--- src/rtl/chtr_pkg.sv ---
// chtr_pkg: shared constants, codes and controller/datapath interface types
// for the chained hash table with doubling rehash; no dependencies
package chtr_pkg;

    localparam int MAX_ENTRIES = 1024;
    localparam int MAX_BUCKETS = 2048;

    localparam int ENT_W  = $clog2(MAX_ENTRIES);
    localparam int NODE_W = ENT_W + 1;
    localparam int BKT_W  = $clog2(MAX_BUCKETS);
    localparam int BCNT_W = BKT_W + 1;
    localparam int CNT_W  = ENT_W + 1;
    localparam int KEY_W  = 31;
    localparam int VAL_W  = 32;
    localparam int OP_W   = 2;
    localparam int ST_W   = 2;
    localparam int INIT_W = 11;
    localparam int DCNT_W = $clog2(KEY_W);

    localparam logic [NODE_W-1:0] EMPTY_MARK = NODE_W'(MAX_ENTRIES);
    localparam logic [INIT_W-1:0] INIT_RESET = INIT_W'(16);

    localparam logic [OP_W-1:0] OP_INSERT = 2'd1;
    localparam logic [OP_W-1:0] OP_DELETE = 2'd2;

    localparam logic [ST_W-1:0] ST_DONE    = 2'd0;
    localparam logic [ST_W-1:0] ST_ABSENT  = 2'd1;
    localparam logic [ST_W-1:0] ST_PRESENT = 2'd2;
    localparam logic [ST_W-1:0] ST_FULL    = 2'd3;

    typedef enum logic [4:0] {
        CMD_NOP,
        CMD_CLR_INIT,
        CMD_CLR,
        CMD_ACCEPT,
        CMD_DIV_STEP,
        CMD_HEAD_RD,
        CMD_HEAD_LD,
        CMD_NODE_RD,
        CMD_NODE_LD,
        CMD_DEL,
        CMD_SCAN_INIT,
        CMD_SCAN_RD,
        CMD_SCAN_NEXT,
        CMD_INS_WR,
        CMD_INS_LINK,
        CMD_RH_INIT,
        CMD_RH_CLR,
        CMD_RH_HEAD_RD,
        CMD_RH_HEAD_LD,
        CMD_RH_NODE_RD,
        CMD_RH_NODE_LD,
        CMD_RH_TAIL_RD,
        CMD_RH_TAIL_LD,
        CMD_RH_LINK,
        CMD_RH_NEXT_BKT,
        CMD_RH_FINISH,
        CMD_RESULT
    } dp_cmd_e_t;

    typedef struct packed {
        dp_cmd_e_t       cmd;
        logic [ST_W-1:0] status;
    } dp_cmd_t;

    typedef struct packed {
        logic            cur_empty;
        logic            key_match;
        logic            used_bit;
        logic            div_last;
        logic            clr_last;
        logic            rb_last;
        logic            pairs_full;
        logic            need_grow;
        logic            can_grow;
        logic            out_busy;
        logic            found;
        logic [OP_W-1:0] op;
    } dp_status_t;

endpackage

--- src/rtl/chtr_ctrl.sv ---
// chtr_ctrl: sequencer for clearing, lookup, insert, delete and rehash
// drives datapath commands from status; uses chtr_pkg
module chtr_ctrl (
    input  logic                  aclk,
    input  logic                  aresetn,
    input  logic                  cfg_wr_en,
    input  logic                  s_valid,
    output logic                  s_ready,
    input  logic                  m_ready,
    input  chtr_pkg::dp_status_t  sts,
    output chtr_pkg::dp_cmd_t     cmd
);
    import chtr_pkg::*;

    typedef enum logic [4:0] {
        S_CLR_INIT, S_CLR, S_IDLE, S_DIV, S_HEAD_RD, S_HEAD_LD, S_NODE_CHK,
        S_NODE_LD, S_DECIDE, S_DEL, S_SCAN_RD, S_SCAN_CHK, S_INS_WR,
        S_INS_LINK, S_RH_INIT, S_RH_CLR, S_RH_HEAD_RD, S_RH_HEAD_LD,
        S_RH_NODE_CHK, S_RH_NODE_LD, S_RH_DIV, S_RH_TAIL_RD, S_RH_TAIL_LD,
        S_RH_LINK, S_RH_FINISH, S_DONE
    } state_t;

    state_t          state_reg, state_next;
    logic [ST_W-1:0] res_reg, res_next;

    always_comb begin
        state_next = state_reg;
        res_next   = res_reg;
        cmd.cmd    = CMD_NOP;
        cmd.status = res_reg;
        case (state_reg)
            S_CLR_INIT: begin
                cmd.cmd    = CMD_CLR_INIT;
                state_next = S_CLR;
            end
            S_CLR: begin
                cmd.cmd = CMD_CLR;
                if (sts.clr_last) begin
                    state_next = S_IDLE;
                end
            end
            S_IDLE: begin
                if (s_valid) begin
                    cmd.cmd    = CMD_ACCEPT;
                    state_next = S_DIV;
                end
            end
            S_DIV: begin
                cmd.cmd = CMD_DIV_STEP;
                if (sts.div_last) begin
                    state_next = S_HEAD_RD;
                end
            end
            S_HEAD_RD: begin
                cmd.cmd    = CMD_HEAD_RD;
                state_next = S_HEAD_LD;
            end
            S_HEAD_LD: begin
                cmd.cmd    = CMD_HEAD_LD;
                state_next = S_NODE_CHK;
            end
            S_NODE_CHK: begin
                if (sts.cur_empty) begin
                    state_next = S_DECIDE;
                end else begin
                    cmd.cmd    = CMD_NODE_RD;
                    state_next = S_NODE_LD;
                end
            end
            S_NODE_LD: begin
                cmd.cmd    = CMD_NODE_LD;
                state_next = sts.key_match ? S_DECIDE : S_NODE_CHK;
            end
            S_DECIDE: begin
                state_next = S_DONE;
                case (sts.op)
                    OP_INSERT: begin
                        if (sts.found) begin
                            res_next = ST_PRESENT;
                        end else if (sts.pairs_full) begin
                            res_next = ST_FULL;
                        end else begin
                            res_next   = ST_DONE;
                            cmd.cmd    = CMD_SCAN_INIT;
                            state_next = S_SCAN_RD;
                        end
                    end
                    OP_DELETE: begin
                        if (sts.found) begin
                            res_next   = ST_DONE;
                            state_next = S_DEL;
                        end else begin
                            res_next = ST_ABSENT;
                        end
                    end
                    default: begin
                        res_next = sts.found ? ST_DONE : ST_ABSENT;
                    end
                endcase
            end
            S_DEL: begin
                cmd.cmd    = CMD_DEL;
                state_next = S_DONE;
            end
            S_SCAN_RD: begin
                cmd.cmd    = CMD_SCAN_RD;
                state_next = S_SCAN_CHK;
            end
            S_SCAN_CHK: begin
                if (sts.used_bit) begin
                    cmd.cmd    = CMD_SCAN_NEXT;
                    state_next = S_SCAN_RD;
                end else begin
                    state_next = S_INS_WR;
                end
            end
            S_INS_WR: begin
                cmd.cmd    = CMD_INS_WR;
                state_next = S_INS_LINK;
            end
            S_INS_LINK: begin
                cmd.cmd    = CMD_INS_LINK;
                state_next = (sts.need_grow && sts.can_grow) ? S_RH_INIT : S_DONE;
            end
            S_RH_INIT: begin
                cmd.cmd    = CMD_RH_INIT;
                state_next = S_RH_CLR;
            end
            S_RH_CLR: begin
                cmd.cmd = CMD_RH_CLR;
                if (sts.clr_last) begin
                    state_next = S_RH_HEAD_RD;
                end
            end
            S_RH_HEAD_RD: begin
                cmd.cmd    = CMD_RH_HEAD_RD;
                state_next = S_RH_HEAD_LD;
            end
            S_RH_HEAD_LD: begin
                cmd.cmd    = CMD_RH_HEAD_LD;
                state_next = S_RH_NODE_CHK;
            end
            S_RH_NODE_CHK: begin
                if (!sts.cur_empty) begin
                    cmd.cmd    = CMD_RH_NODE_RD;
                    state_next = S_RH_NODE_LD;
                end else if (sts.rb_last) begin
                    state_next = S_RH_FINISH;
                end else begin
                    cmd.cmd    = CMD_RH_NEXT_BKT;
                    state_next = S_RH_HEAD_RD;
                end
            end
            S_RH_NODE_LD: begin
                cmd.cmd    = CMD_RH_NODE_LD;
                state_next = S_RH_DIV;
            end
            S_RH_DIV: begin
                cmd.cmd = CMD_DIV_STEP;
                if (sts.div_last) begin
                    state_next = S_RH_TAIL_RD;
                end
            end
            S_RH_TAIL_RD: begin
                cmd.cmd    = CMD_RH_TAIL_RD;
                state_next = S_RH_TAIL_LD;
            end
            S_RH_TAIL_LD: begin
                cmd.cmd    = CMD_RH_TAIL_LD;
                state_next = S_RH_LINK;
            end
            S_RH_LINK: begin
                cmd.cmd    = CMD_RH_LINK;
                state_next = S_RH_NODE_CHK;
            end
            S_RH_FINISH: begin
                cmd.cmd    = CMD_RH_FINISH;
                state_next = S_DONE;
            end
            S_DONE: begin
                if (!sts.out_busy || m_ready) begin
                    cmd.cmd    = CMD_RESULT;
                    state_next = S_IDLE;
                end
            end
            default: begin
                state_next = S_CLR_INIT;
            end
        endcase
        if (cfg_wr_en) begin
            state_next = S_CLR_INIT;
        end
    end

    always_ff @(posedge aclk) begin
        if (!aresetn) begin
            state_reg <= S_CLR_INIT;
            res_reg   <= ST_DONE;
        end else begin
            state_reg <= state_next;
            res_reg   <= res_next;
        end
    end

    assign s_ready = (state_reg == S_IDLE);

endmodule

--- config.mk ---
export PLATFORM = sky130hd
export DESIGN_NAME = chtr_ctrl
export DESIGN_NICKNAME = d
export VERILOG_FILES = /design/src/rtl/chtr_pkg.sv /design/src/rtl/chtr_ctrl.sv
export SDC_FILE = /design/constraint.sdc
export NUM_CORES = 1
export LEC_CHECK = 0
export BUFFER_PORTS_ARGS = -buffer_cell sky130_fd_sc_hd__buf_2
export CORE_MARGIN = 2
export CORE_UTILIZATION = 48
export DETAILED_ROUTE_END_ITERATION = 16
export PLACE_DENSITY = 0.75
export SYNTH_ARGS = -nofsm -noshare
export SYNTH_HDL_FRONTEND = slang
export SYNTH_SLANG_ARGS = --single-unit
--- constraint.sdc ---
create_clock -name aclk -period 1.7 [get_ports aclk]
set_input_delay 0.34 -clock aclk [delete_from_list [all_inputs] [get_ports aclk]]
set_output_delay 0.34 -clock aclk [all_outputs]
set_load 0.02 [all_outputs]
After elaboration in Yosys (flattened, before gate mapping) --
Index checks and enable logic that the tools add are counted.
Storage, ports and cells: register bits 7, word-level logic and storage cells 76
Cells by class: eq/ne operators 33, mux-type cells 31, bitwise logic cells 1, reduce and logical (&&, ||, !) cells 9
Operator list (number):
- $pmux W5 S25 | 1
- $pmux W5 S24 | 1
- $mux W5 | 13
- $eq A5 B5 Y1 const B | 10
- $eq A5 B4 Y1 const B | 8
- $mux W4 | 8
- $eq A5 B3 Y1 const B | 4
- $ne A2 B2 Y1 const B | 6
- $eq A5 B2 Y1 const B | 2
- $pmux W5 S2 | 1
- $mux W2 | 4
- $reduce_or A2 Y1 | 4
- $mux W3 | 2
- $reduce_and A6 Y1 | 1
- $eq A5 B1 Y1 const B | 1
- $logic_not A5 Y1 | 1
- $eq A2 B1 Y1 const B | 1
- $eq A2 B2 Y1 const B | 1
- $logic_and A1 B1 Y1 | 1
- $logic_not A1 Y1 | 1
- $logic_or A1 B1 Y1 | 1
- $mux W1 | 1
- $not A1 Y1 | 1

Logic depth before layout (Yosys ltp) --
Gate-level depths: netlist of the first run.
word-level depth 4, mapped depth 8, gate-level depth less buffers 7

Least setup slack after synthesis of the first run --
OpenSTA, ideal clock, no wires.
kind flip-flop to output port, start reg state_reg[2], end out cmd[2] (netlist bit), arrival time 1762 ps, data required time 1360 ps, slack -402 ps, stages on the path, launching flop included 8, cells stage by stage dfxtp_1 buf_2 clkbuf_1 clkbuf_1 o21ai_0 a31oi_1 a31oi_1 o221ai_1
RTL lines:
- from (decl) | RTL line chtr_ctrl.sv:23 | state_t state_reg, state_next;
- from (signal assigned) | RTL line chtr_ctrl.sv:200 | state_reg <= state_next;
- to (decl) | RTL line chtr_ctrl.sv:11 | output chtr_pkg::dp_cmd_t cmd

==> results of run 1 <==
==> routing by layer <==
metal	wire length (µm)	vias to the layer above	track usage [%]
li1	-	731	-
met1	1920	786	45.2
met2	2450	160	61.5
met3	574	50	5.75
met4	364	0	12.7
met5	0	-	0
==> where the power goes <==
part	internal (mW)	switching, mW
combinational	0.170	0.182
sequential	0.167	0.0103
clock	0.0869	0.0770
total	0.424	0.270
==> area by class of cell <==
class	count	area, µm²	share of cell area, %
timing repair buffer	73	598	32.4
sequential	7	153	8.27
clock inverter	1	5.00	0.271
inverter	9	33.8	1.83
multi-input combinational	129	998	54.1
tap	28	35.0	1.90
clock buffer	3	22.5	1.22
==> repair_timing <==
item,in CTS,in global routing
resized for setup,45,14
cloned,0,1
pin swaps,11,11
setup buffers,6,8
setup endpoints to repair,11,11
==> synthesized netlist by cell type, types with 3 or more instances <==
master	instances
o211ai_1	5
buf_1	3
nand2b_1	6
nor3_1	6
inv_1	8
nand3_1	3
dfxtp_1	7
or4_1	3
nand4_1	3
nor2_1	12
buf_2	5
o21ai_0	11
mux2i_1	3
clkbuf_1	8
nand2_1	10
a21oi_1	14
or3_1	3
a31oi_1	7
nor2b_1	6
==> how the worst max path moves through the flow <==
stage / endpoint / cells past startpoint
floorplan: cmd[3] / 7
global placement: state_reg[1]$_SDFFE_PP0P_ / 6
detailed placement: state_reg[1]$_SDFFE_PP0P_ / 6
CTS: cmd[3] / 6
global route: cmd[3] / 6
finish: cmd[3] / 6
==> metrics by stage <==
step | std cells | instance area [µm²]
after global routing | 250 | 1850
after floorplan | 162 | 1170
after CTS | 242 | 1710
final | 250 | 1850
after global placement | 232 | 1480
after detailed placement | 232 | 1480
==> cells by family (layout without fill, tap and decap cells) <==
family | after synthesis | after routing | share of synthesized area, %
mux | 3 | 3 | 2.74
buf+inv | 26 | 86 | 9.82
xor+xnor | 1 | 1 | 0.799
simple gates | 62 | 62 | 32.0
fa+ha+maj | 2 | 2 | 2.28
flops | 7 | 7 | 12.8
compound gates | 61 | 61 | 39.6
==> critical path: stages, from the launching register on <==
cell	delay, ns
dfxtp_2	0.34
nand2b_4	0.15
or4_4	0.45
nor3b_4	0.26
a21oi_2	0.08
o221ai_2	0.07
buf_4	0.17
==> impl_metrics.ini, run 1 <==
[status]
status = finished with violations
violations = negative setup slack

[die]
io_pins = 26
die_y_um = 51.8
die_x_um = 51.8
core_mm2 = 0.00219
initial_core_util_pct = 50.0
die_area_mm2 = 0.00268
rows = 17

[timing]
grt_setup_unrepaired = true
finalCritPeriodShare_pct = 125
hold_viol_final = 0
max_freq_mhz = 471
tightest_slew_ns = 0.692
maxSlewHeadroom_pct = 52.6
whs_ns = 0.325
setup_tns_ns = -2.85
period_needed_ns = 2.13
setup_viol = 11
slew_viol_final = 0
setup_ws_ns = -0.425
clock-skew-final_ns = 0.000512

[worst_setup_path]
r2r_setup_slack_ns = -0.27
cp.required_ns = 1.36
regToRegStartpoint = state_reg[1]$_SDFFE_PP0P_
critical_path_peak_fanout = 3
critPathCaptureType = output pin
crit_start = state_reg[2]$_SDFFE_PP0P_
crit_path_start_kind = register
path_class = reg2out
worst_ep_arrival_time_ns = 1.79
timing.rr.end = state_reg[1]$_SDFFE_PP0P_
reg2reg_depth = 6

[clock_network]
cts_tree = yes
clockBufferDepth = 2
cts_max_level = 1
cts.clk_slew.worst_paths_ns = 0.06
postCtsHoldBufs = 0
cts-root-buf = clkbuf_4
cts_buffers = 3
cts.sink_count = 7
clk_latency_ns = 0.26

[grt]
grt_overflow_total = 0
antenna_found_initial = 0
grt_usage_pct = 35.9
grt_pass1_vias = 1502
grt_max_degree = 24
grt_pass1_wl_um = 7220

[route]
antenna_left = 0
routed_wl_um = 5300
drt-vias-per-instance = 6.91
drc = 0
drt_iter0_drc = 148
vias = 1727
firstDrtPassIters = 5
wl_per_cell_um = 21.2

[pwr]
power.density_mw_per_mm2 = 376
ir_worst_vdd_v = 0.000484
p_leak_nw = 0.776
totalPowerFinal_mw = 0.693

[yosys]
synth_area_mm2 = 0.00110
yosys_register_bits = 7
synthesis.nets = 182
synth_ff_type = dfxtp_1
synth_area_leaders = dfxtp_1, a21oi_1, o21ai_0
synth_cell_type_count = 49
yosys_warnings = 0
ys_seq_area_share_pct = 12.8
synth-edff-count = 0
yosysTopAreaCell = dfxtp_1
ys_async_sr_fraction_pct = 0
syn_avg_cell_area_um2 = 6.77
synth_top_cell_area_share_pct = 12.8
postSynthCellCount = 162

[finish]
drive_above_1_share_pct = 51.8
fill_cells = 135
final_cell_mix = buf_4, buf_2, buf_6, a21oi_1
n_antenna_cell = 0
nNetsFinal = 243
largest_reg_flops = 5
final_core_util_pct = 84.2
final_common_cell = buf_4
area_delta_synth_final_pct = 68.4

[flow_run]
drv_cap = 0

[placed_design]
port-buffer-count = 25
place_hpwl_um = 2850
gp_congestion = 0.959
post-place-ws_ns = -0.164

[worst_hold_path]
holdCritPathClass = in2reg
min_delay_worst_endpoint = res_reg[0]$_SDFFE_PN0P_
min_from = aresetn
whs_path_depth = 2
Power figures use the tool's default switching activity.
==> inputs of run 2 (changes only) <==
ABC_AREA = 1   (was default)
CAP_MARGIN = 40   (was default)
PLACE_DENSITY = 0.76   (was 0.75)
==> run 2 against run 1 <==
The run now fails in 5_1_grt. Synthesized cell count increased by 28%. Area after synthesis decreased by 4.9%.
==> impl_metrics.ini, run 2 <==
[die]
rows = 16
io_pins = 26
initial_core_util_pct = 52.1
die_y_um = 50.6
die_x_um = 50.6

[yosys]
yosys_register_bits = 7
synth_mux_area_share_pct = 0
yosys_warnings = 0
synthTopCellsByCount = nand2_1, nor2_1, inv_1, nand3_1, a21oi_1
synth_most_common_cell = nand2_1
syn_avg_cell_area_um2 = 5.01
yosysTopAreaCell = nand2_1
ys_async_sr_fraction_pct = 0
synth_top_cell_area_share_pct = 22.3
synthSimpleGateAreaFrac_pct = 62.2
synth_top_family_by_area = simple AND/OR/NAND/NOR gates
synth-adder-area-share_pct = 2.40
synth_cell_type_count = 24
synth-edff-count = 0
synth_ff_type = dfxtp_1
synth_area_mm2 = 0.00104
ys_seq_area_share_pct = 13.4
postSynthCellCount = 208
synth-compound-area-share_pct = 9.48
synthesis.nets = 228
synth_area_leaders = nand2_1, nor2_1, dfxtp_1
synthXorXnorAreaFrac_pct = 0

[grt]
grt_usage_pct = 67.7
grt_pass1_vias = 2408
grt_overflow_total = 20
grt_max_degree = 12
grt_pass1_wl_um = 12600

[placed_design]
port-buffer-count = 25
place_hpwl_um = 3050
gp_congestion = 0.953
placed_area_mm2 = 0.00146

[status]
haltStage = 5_1_grt
status = aborted with a tool error
stop_error = [ERROR GRT-0116] Global routing finished with congestion. Check the congestion regions in the DRC Viewer.

[clock_network]
postCtsHoldBufs = 0
cts_max_level = 1
clockBufferDepth = 2
cts.sink_count = 7
cts-root-buf = clkbuf_4
cts_buffers = 3
## run 2: cell count changes after synthesis, moves of 6 or more
cell	previous run	this run
nand2b_1	6	0
nand3_1	3	24
nand2_1	10	62
nor2b_1	6	0
inv_1	8	28
nor2_1	12	42
a31oi_1	7	1
clkbuf_1	8	0
## run 2: routing by layer
| layer | GRT overflow | track usage [%] |
|---|---|---|
| met1 | 0 | 67.5 |
| met2 | 10 | 90.1 |
| met3 | 0 | 44.0 |
| met4 | 9 | 69.4 |
| met5 | 1 | 7.14 |
## run 2: repair_timing
action | in CTS
cloned | 1
endpoints found under the setup margin | 7
hold endpoints to repair | 0
setup buffers | 15
resized for setup | 90
pin swaps | 11
## run 2: cell families after synthesis
| group | count (synthesis) |
|---|---|
| and+or+nand+nor | 148 |
| DFF | 7 |
| buffers and inverters | 32 |
| adders and majority gates | 2 |
| AOI/OAI and AO/OA | 19 |
## run 2: through the flow
step / setup TNS [ns] / cells / setup slack (ns)
after CTS: -0.788 / 314 / -0.182
after detailed placement: -0.430 / 294 / -0.131
after global placement: -0.494 / 294 / -0.158
after floorplan: 0 / 208 / 0.0691
==> inputs of run 3 (changes only) <==
CORE_AREA = 2 2 63 65   (was default)
CORE_MARGIN = default   (was 2)
CORE_UTILIZATION = default   (was 48)
DIE_AREA = 0 0 65 67   (was default)
PLACE_DENSITY = default   (was 0.76)
PLACE_DENSITY_LB_ADDON = 0.15   (was default)
clock period = 2.2 ns   (was 1.7 ns; I/O delays follow)
==> run 3 against run 2 <==
The flow now finishes without violations. Area after synthesis unchanged. Synthesized cell count unchanged.
==> impl_metrics.ini, run 3 <==
[pwr]
power.density_mw_per_mm2 = 499
clkPwrFrac_pct = 26.2
p_leak_nw = 0.801
internal-power_mw = 0.393
totalPowerFinal_mw = 0.685
power.switching_mw = 0.291
seq_power_share_pct = 23.8
ir_worst_vdd_v = 0.000491
p_comb_share_pct = 50.0
switching_share_pct = 42.6

[yosys]
yosys_register_bits = 7
synth_area_mm2 = 0.00104
postSynthCellCount = 208
yosysTopAreaCell = nand2_1
synth_top_cell_area_share_pct = 22.3
synth-edff-count = 0
syn_avg_cell_area_um2 = 5.01
ys_seq_area_share_pct = 13.4
synth_ff_type = dfxtp_1
synthTopCellsByCount = nand2_1, nor2_1, inv_1, nand3_1, a21oi_1
synth_cell_type_count = 24
ys_async_sr_fraction_pct = 0
yosys_warnings = 0
synth_area_leaders = nand2_1, nor2_1, dfxtp_1
synthesis.nets = 228
synth_most_common_cell = nand2_1

[timing]
finalCritPeriodShare_pct = 94.3
setup_ws_ns = 0.124
max_freq_mhz = 482
maxSlewHeadroom_pct = 76.0
whs_ns = 0.464
grt_setup_unrepaired = false
tightest_slew_ns = 0.359
setup_viol = 0
setup_tns_ns = 0
period_needed_ns = 2.08
slew_viol_final = 0
hold_viol_final = 0
clock-skew-final_ns = 0.000226

[flow_run]
drv_cap = 0

[worst_setup_path]
crit_path_start_kind = register
path_class = reg2out
cp.required_ns = 1.76
reg2reg_depth = 10
critPathCaptureType = output pin
critical_path_peak_fanout = 10
timing.rr.end = state_reg[0]$_SDFFE_PP0P_
worst_ep_arrival_time_ns = 1.64
regToRegStartpoint = state_reg[0]$_SDFFE_PP0P_
r2r_setup_slack_ns = 0.57

[die]
initial_core_util_pct = 28.9
core_mm2 = 0.00361
die_x_um = 65
die_y_um = 67
die_area_mm2 = 0.00436
rows = 22
io_pins = 26

[clock_network]
cts_buffers = 3
clk_latency_ns = 0.22
cts-root-buf = clkbuf_8
clockBufferDepth = 2
cts_tree = yes
cts.clk_slew.worst_paths_ns = 0.04
cts.sink_count = 7
cts_max_level = 1

[placed_design]
place_hpwl_um = 3010
port-buffer-count = 25
post-place-ws_ns = 0.107
gp_congestion = 0.975
placed_area_mm2 = 0.00129
placed_cells = 289

[finish]
drive_above_1_share_pct = 23.6
fin_area_mm2 = 0.00137
nNetsFinal = 267
final_core_util_pct = 38.1
n_antenna_cell = 0
final_common_cell = nand2_1
largest_reg_flops = 5
fill_cells = 440
area_delta_synth_final_pct = 31.7
fin_cells = 294
final_cell_mix = nand2_1, nor2_1, inv_1, buf_2, nand3_1

[worst_hold_path]
min_delay_worst_endpoint = res_reg[0]$_SDFFE_PN0P_
whs_path_depth = 2
holdCritPathClass = reg2reg
min_from = res_reg[0]$_SDFFE_PN0P_

[grt]
met1_usage_pct = 22.7
grt_usage_pct = 17.3
grtUsageMet2_pct = 28.2
grt_overflow_total = 0
antenna_found_initial = 0
met3_usage_pct = 3.04
grt_pass1_wl_um = 5760
busiest_layer = met2
grt_pass1_vias = 1271
grt_max_degree = 12

[route]
antenna_left = 0
drt_iter0_drc = 75
drc = 0
wl_per_cell_um = 12.1
routed_wl_um = 3570
drt-vias-per-instance = 4.78
vias = 1405
firstDrtPassIters = 5

[status]
status = complete, no violations
==> run 3: cells by family (layout without fill, tap and decap cells) <==
| kind of cell | count (synthesis) | count (layout) | share of synthesized area, % |
|---|---|---|---|
| DFF | 7 | 7 | 13.4 |
| adders and majority gates | 2 | 2 | 2.40 |
| buffers and inverters | 32 | 70 | 12.5 |
| AOI/OAI and AO/OA | 19 | 19 | 9.48 |
| and+or+nand+nor | 148 | 148 | 62.2 |
==> run 3: final cells by class <==
cell class / instances / area, µm² / area share, %
Timing Repair inverter: 1 / 5.00 / 0.365
Clock buffer: 4 / 45.0 / 3.28
Timing Repair Buffer: 36 / 208 / 15.1
Tap cell: 48 / 60.1 / 4.38
Sequential cell: 7 / 149 / 10.8
Inverter: 29 / 113 / 8.20
Multi-Input combinational cell: 169 / 793 / 57.8
==> run 3: layer usage <==
metal	part of all wire (%)	vias up	wire length (µm)
met2	45	56	1620
met5	0	-	0
met1	45	596	1610
met3	6.8	10	243
met4	2.5	0	89
li1	-	743	-
==> run 3: power by group through the flow <==
stage | Combinational [mW] | Sequential, mW | Clock, mW
2_1_floorplan | 0.217 | 0.157 | 0
3_3_place_gp | 0.342 | 0.161 | 0
3_5_place_dp | 0.335 | 0.161 | 0
4_1_cts | 0.336 | 0.159 | 0.183
5_1_grt | 0.382 | 0.166 | 0.193
6_report | 0.342 | 0.163 | 0.179
==> run 3: critical path, cell delays in order, from the launching register on <==
cell,delay [ns]
dfxtp_4,0.38
buf_4,0.16
nor2_2,0.20
nand2_1,0.14
nor2_1,0.18
nor3b_2,0.08
nand4_1,0.09
buf_2,0.17
==> run 3: what timing repair did <==
action | CTS | global route
hold buffers | 0 | 0
cloned | 0 | 1
gates resized for setup | 2 | 11
setup buffers | 0 | 0
setup endpoints to repair | 5 | 5
==> run 3: worst max-delay path by stage <==
stage	from	to	depth (start not counted)
finish	state_reg[4]$_SDFFE_PP0P_	cmd[3]	7
global route	state_reg[0]$_SDFFE_PP0P_	cmd[3]	8
CTS	state_reg[1]$_SDFFE_PP0P_	cmd[3]	7
detailed placement	state_reg[4]$_SDFFE_PP0P_	cmd[3]	7
global placement	state_reg[4]$_SDFFE_PP0P_	cmd[3]	7
floorplan	state_reg[3]$_SDFFE_PP0P_	cmd[6]	7
==> inputs of run 4 (changes only) <==
RECOVER_POWER = 25   (was default)
SKIP_CTS_REPAIR_TIMING = 1   (was default)
SKIP_LAST_GASP = 1   (was default)
==> run 4 against run 3 <==
Maximum frequency is 0.15% higher. Highest routed layer unchanged. Total power fell by 0.13%. Hold slack better by 0.0017 ns.
==> impl_metrics.ini, run 4 (synthesized netlist as in run 3, its figures left out) <==
[pwr]
totalPowerFinal_mw = 0.684
power.switching_mw = 0.291
power.density_mw_per_mm2 = 499
internal-power_mw = 0.393
p_leak_nw = 0.793
ir_worst_vdd_v = 0.000491
seq_power_share_pct = 23.9
switching_share_pct = 42.6
p_comb_share_pct = 49.9
clkPwrFrac_pct = 26.2

[finish]
largest_reg_flops = 5
n_antenna_cell = 0
drive_above_1_share_pct = 22.8
nNetsFinal = 267
fin_cells = 294
final_cell_mix = nand2_1, nor2_1, inv_1, nand3_1, buf_2
fill_cells = 437
final_core_util_pct = 38.0
final_common_cell = nand2_1
fin_area_mm2 = 0.00137
area_delta_synth_final_pct = 31.5

[die]
initial_core_util_pct = 28.9
rows = 22
die_x_um = 65
die_area_mm2 = 0.00436
die_y_um = 67
core_mm2 = 0.00361
io_pins = 26

[placed_design]
placed_cells = 289
gp_congestion = 0.975
place_hpwl_um = 3010
port-buffer-count = 25
post-place-ws_ns = 0.107
placed_area_mm2 = 0.00129

[clock_network]
cts-root-buf = clkbuf_8
clockBufferDepth = 2
cts_max_level = 1
cts.clk_slew.worst_paths_ns = 0.04
clk_latency_ns = 0.22
cts_buffers = 3
cts.sink_count = 7
cts_tree = yes

[worst_setup_path]
critical_path_peak_fanout = 10
critPathCaptureType = output pin
crit_path_start_kind = register
path_class = reg2out
cp.required_ns = 1.76
worst_ep_arrival_time_ns = 1.63

[route]
drt_iter0_drc = 83
vias = 1424
antenna_left = 0
routed_wl_um = 3570
firstDrtPassIters = 4
drt-vias-per-instance = 4.84
wl_per_cell_um = 12.1
drc = 0

[timing]
whs_ns = 0.466
finalCritPeriodShare_pct = 94.2
tightest_slew_ns = 0.355
slew_viol_final = 0
grt_setup_unrepaired = false
maxSlewHeadroom_pct = 76.2
clock-skew-final_ns = 0.000248
setup_ws_ns = 0.127
hold_viol_final = 0
max_freq_mhz = 482
period_needed_ns = 2.07
setup_tns_ns = 0
setup_viol = 0

[grt]
grt_pass1_vias = 1271
grt_overflow_total = 0
antenna_found_initial = 0
grt_max_degree = 12
grt_usage_pct = 17.3
grt_pass1_wl_um = 5760

[flow_run]
drv_cap = 0

[status]
status = complete, no violations

[worst_hold_path]
holdCritPathClass = reg2reg
-- run 4: critical path, cell delays in order (launching register included) --
cell	delay, ns
dfxtp_4	0.38
buf_4	0.16
nor2_2	0.20
nand2_1	0.14
nor2_1	0.18
nor3b_2	0.08
nand4_1	0.09
buf_2	0.17
-- run 4: routing by layer --
metal  share of wire [%]  GRT usage, %
met5                   0             0
met4                 2.2          6.38
met3                 6.9          3.04
met2                  46          28.2
met1                  45          22.7
-- run 4: worst paths after layout --
path | from | endpoint | slack [ns] | depth (start not counted)
setup / recovery | state_reg[4]$_SDFFE_PP0P_ | cmd[3] | 0.13 | 7
hold / removal | res_reg[0]$_SDFFE_PN0P_ | res_reg[0]$_SDFFE_PN0P_ | 0.47 | 2
setup reg to reg | state_reg[0]$_SDFFE_PP0P_ | state_reg[0]$_SDFFE_PP0P_ | 0.58 | 10
hold reg to reg | res_reg[0]$_SDFFE_PN0P_ | res_reg[0]$_SDFFE_PN0P_ | 0.47 | 2
-- run 4: layout make-up --
class | instances | area [µm²] | share of cell area (%)
Tap cell | 48 | 60.1 | 4.38
Timing Repair inverter | 1 | 5.00 | 0.365
Multi-Input combinational cell | 169 | 793 | 57.9
Inverter | 29 | 113 | 8.22
Clock buffer | 4 | 45.0 | 3.29
Timing Repair Buffer | 36 | 205 | 15.0
Sequential cell | 7 | 149 | 10.9
-- run 4: power groups by stage --
| stage | registers (mW) | clock network, mW | logic [mW] |
|---|---|---|---|
| 2_1_floorplan | 0.157 | 0 | 0.217 |
| 6_report | 0.163 | 0.179 | 0.341 |
| 5_1_grt | 0.166 | 0.193 | 0.381 |
| 3_3_place_gp | 0.161 | 0 | 0.342 |
| 4_1_cts | 0.159 | 0.183 | 0.336 |
| 3_5_place_dp | 0.161 | 0 | 0.335 |
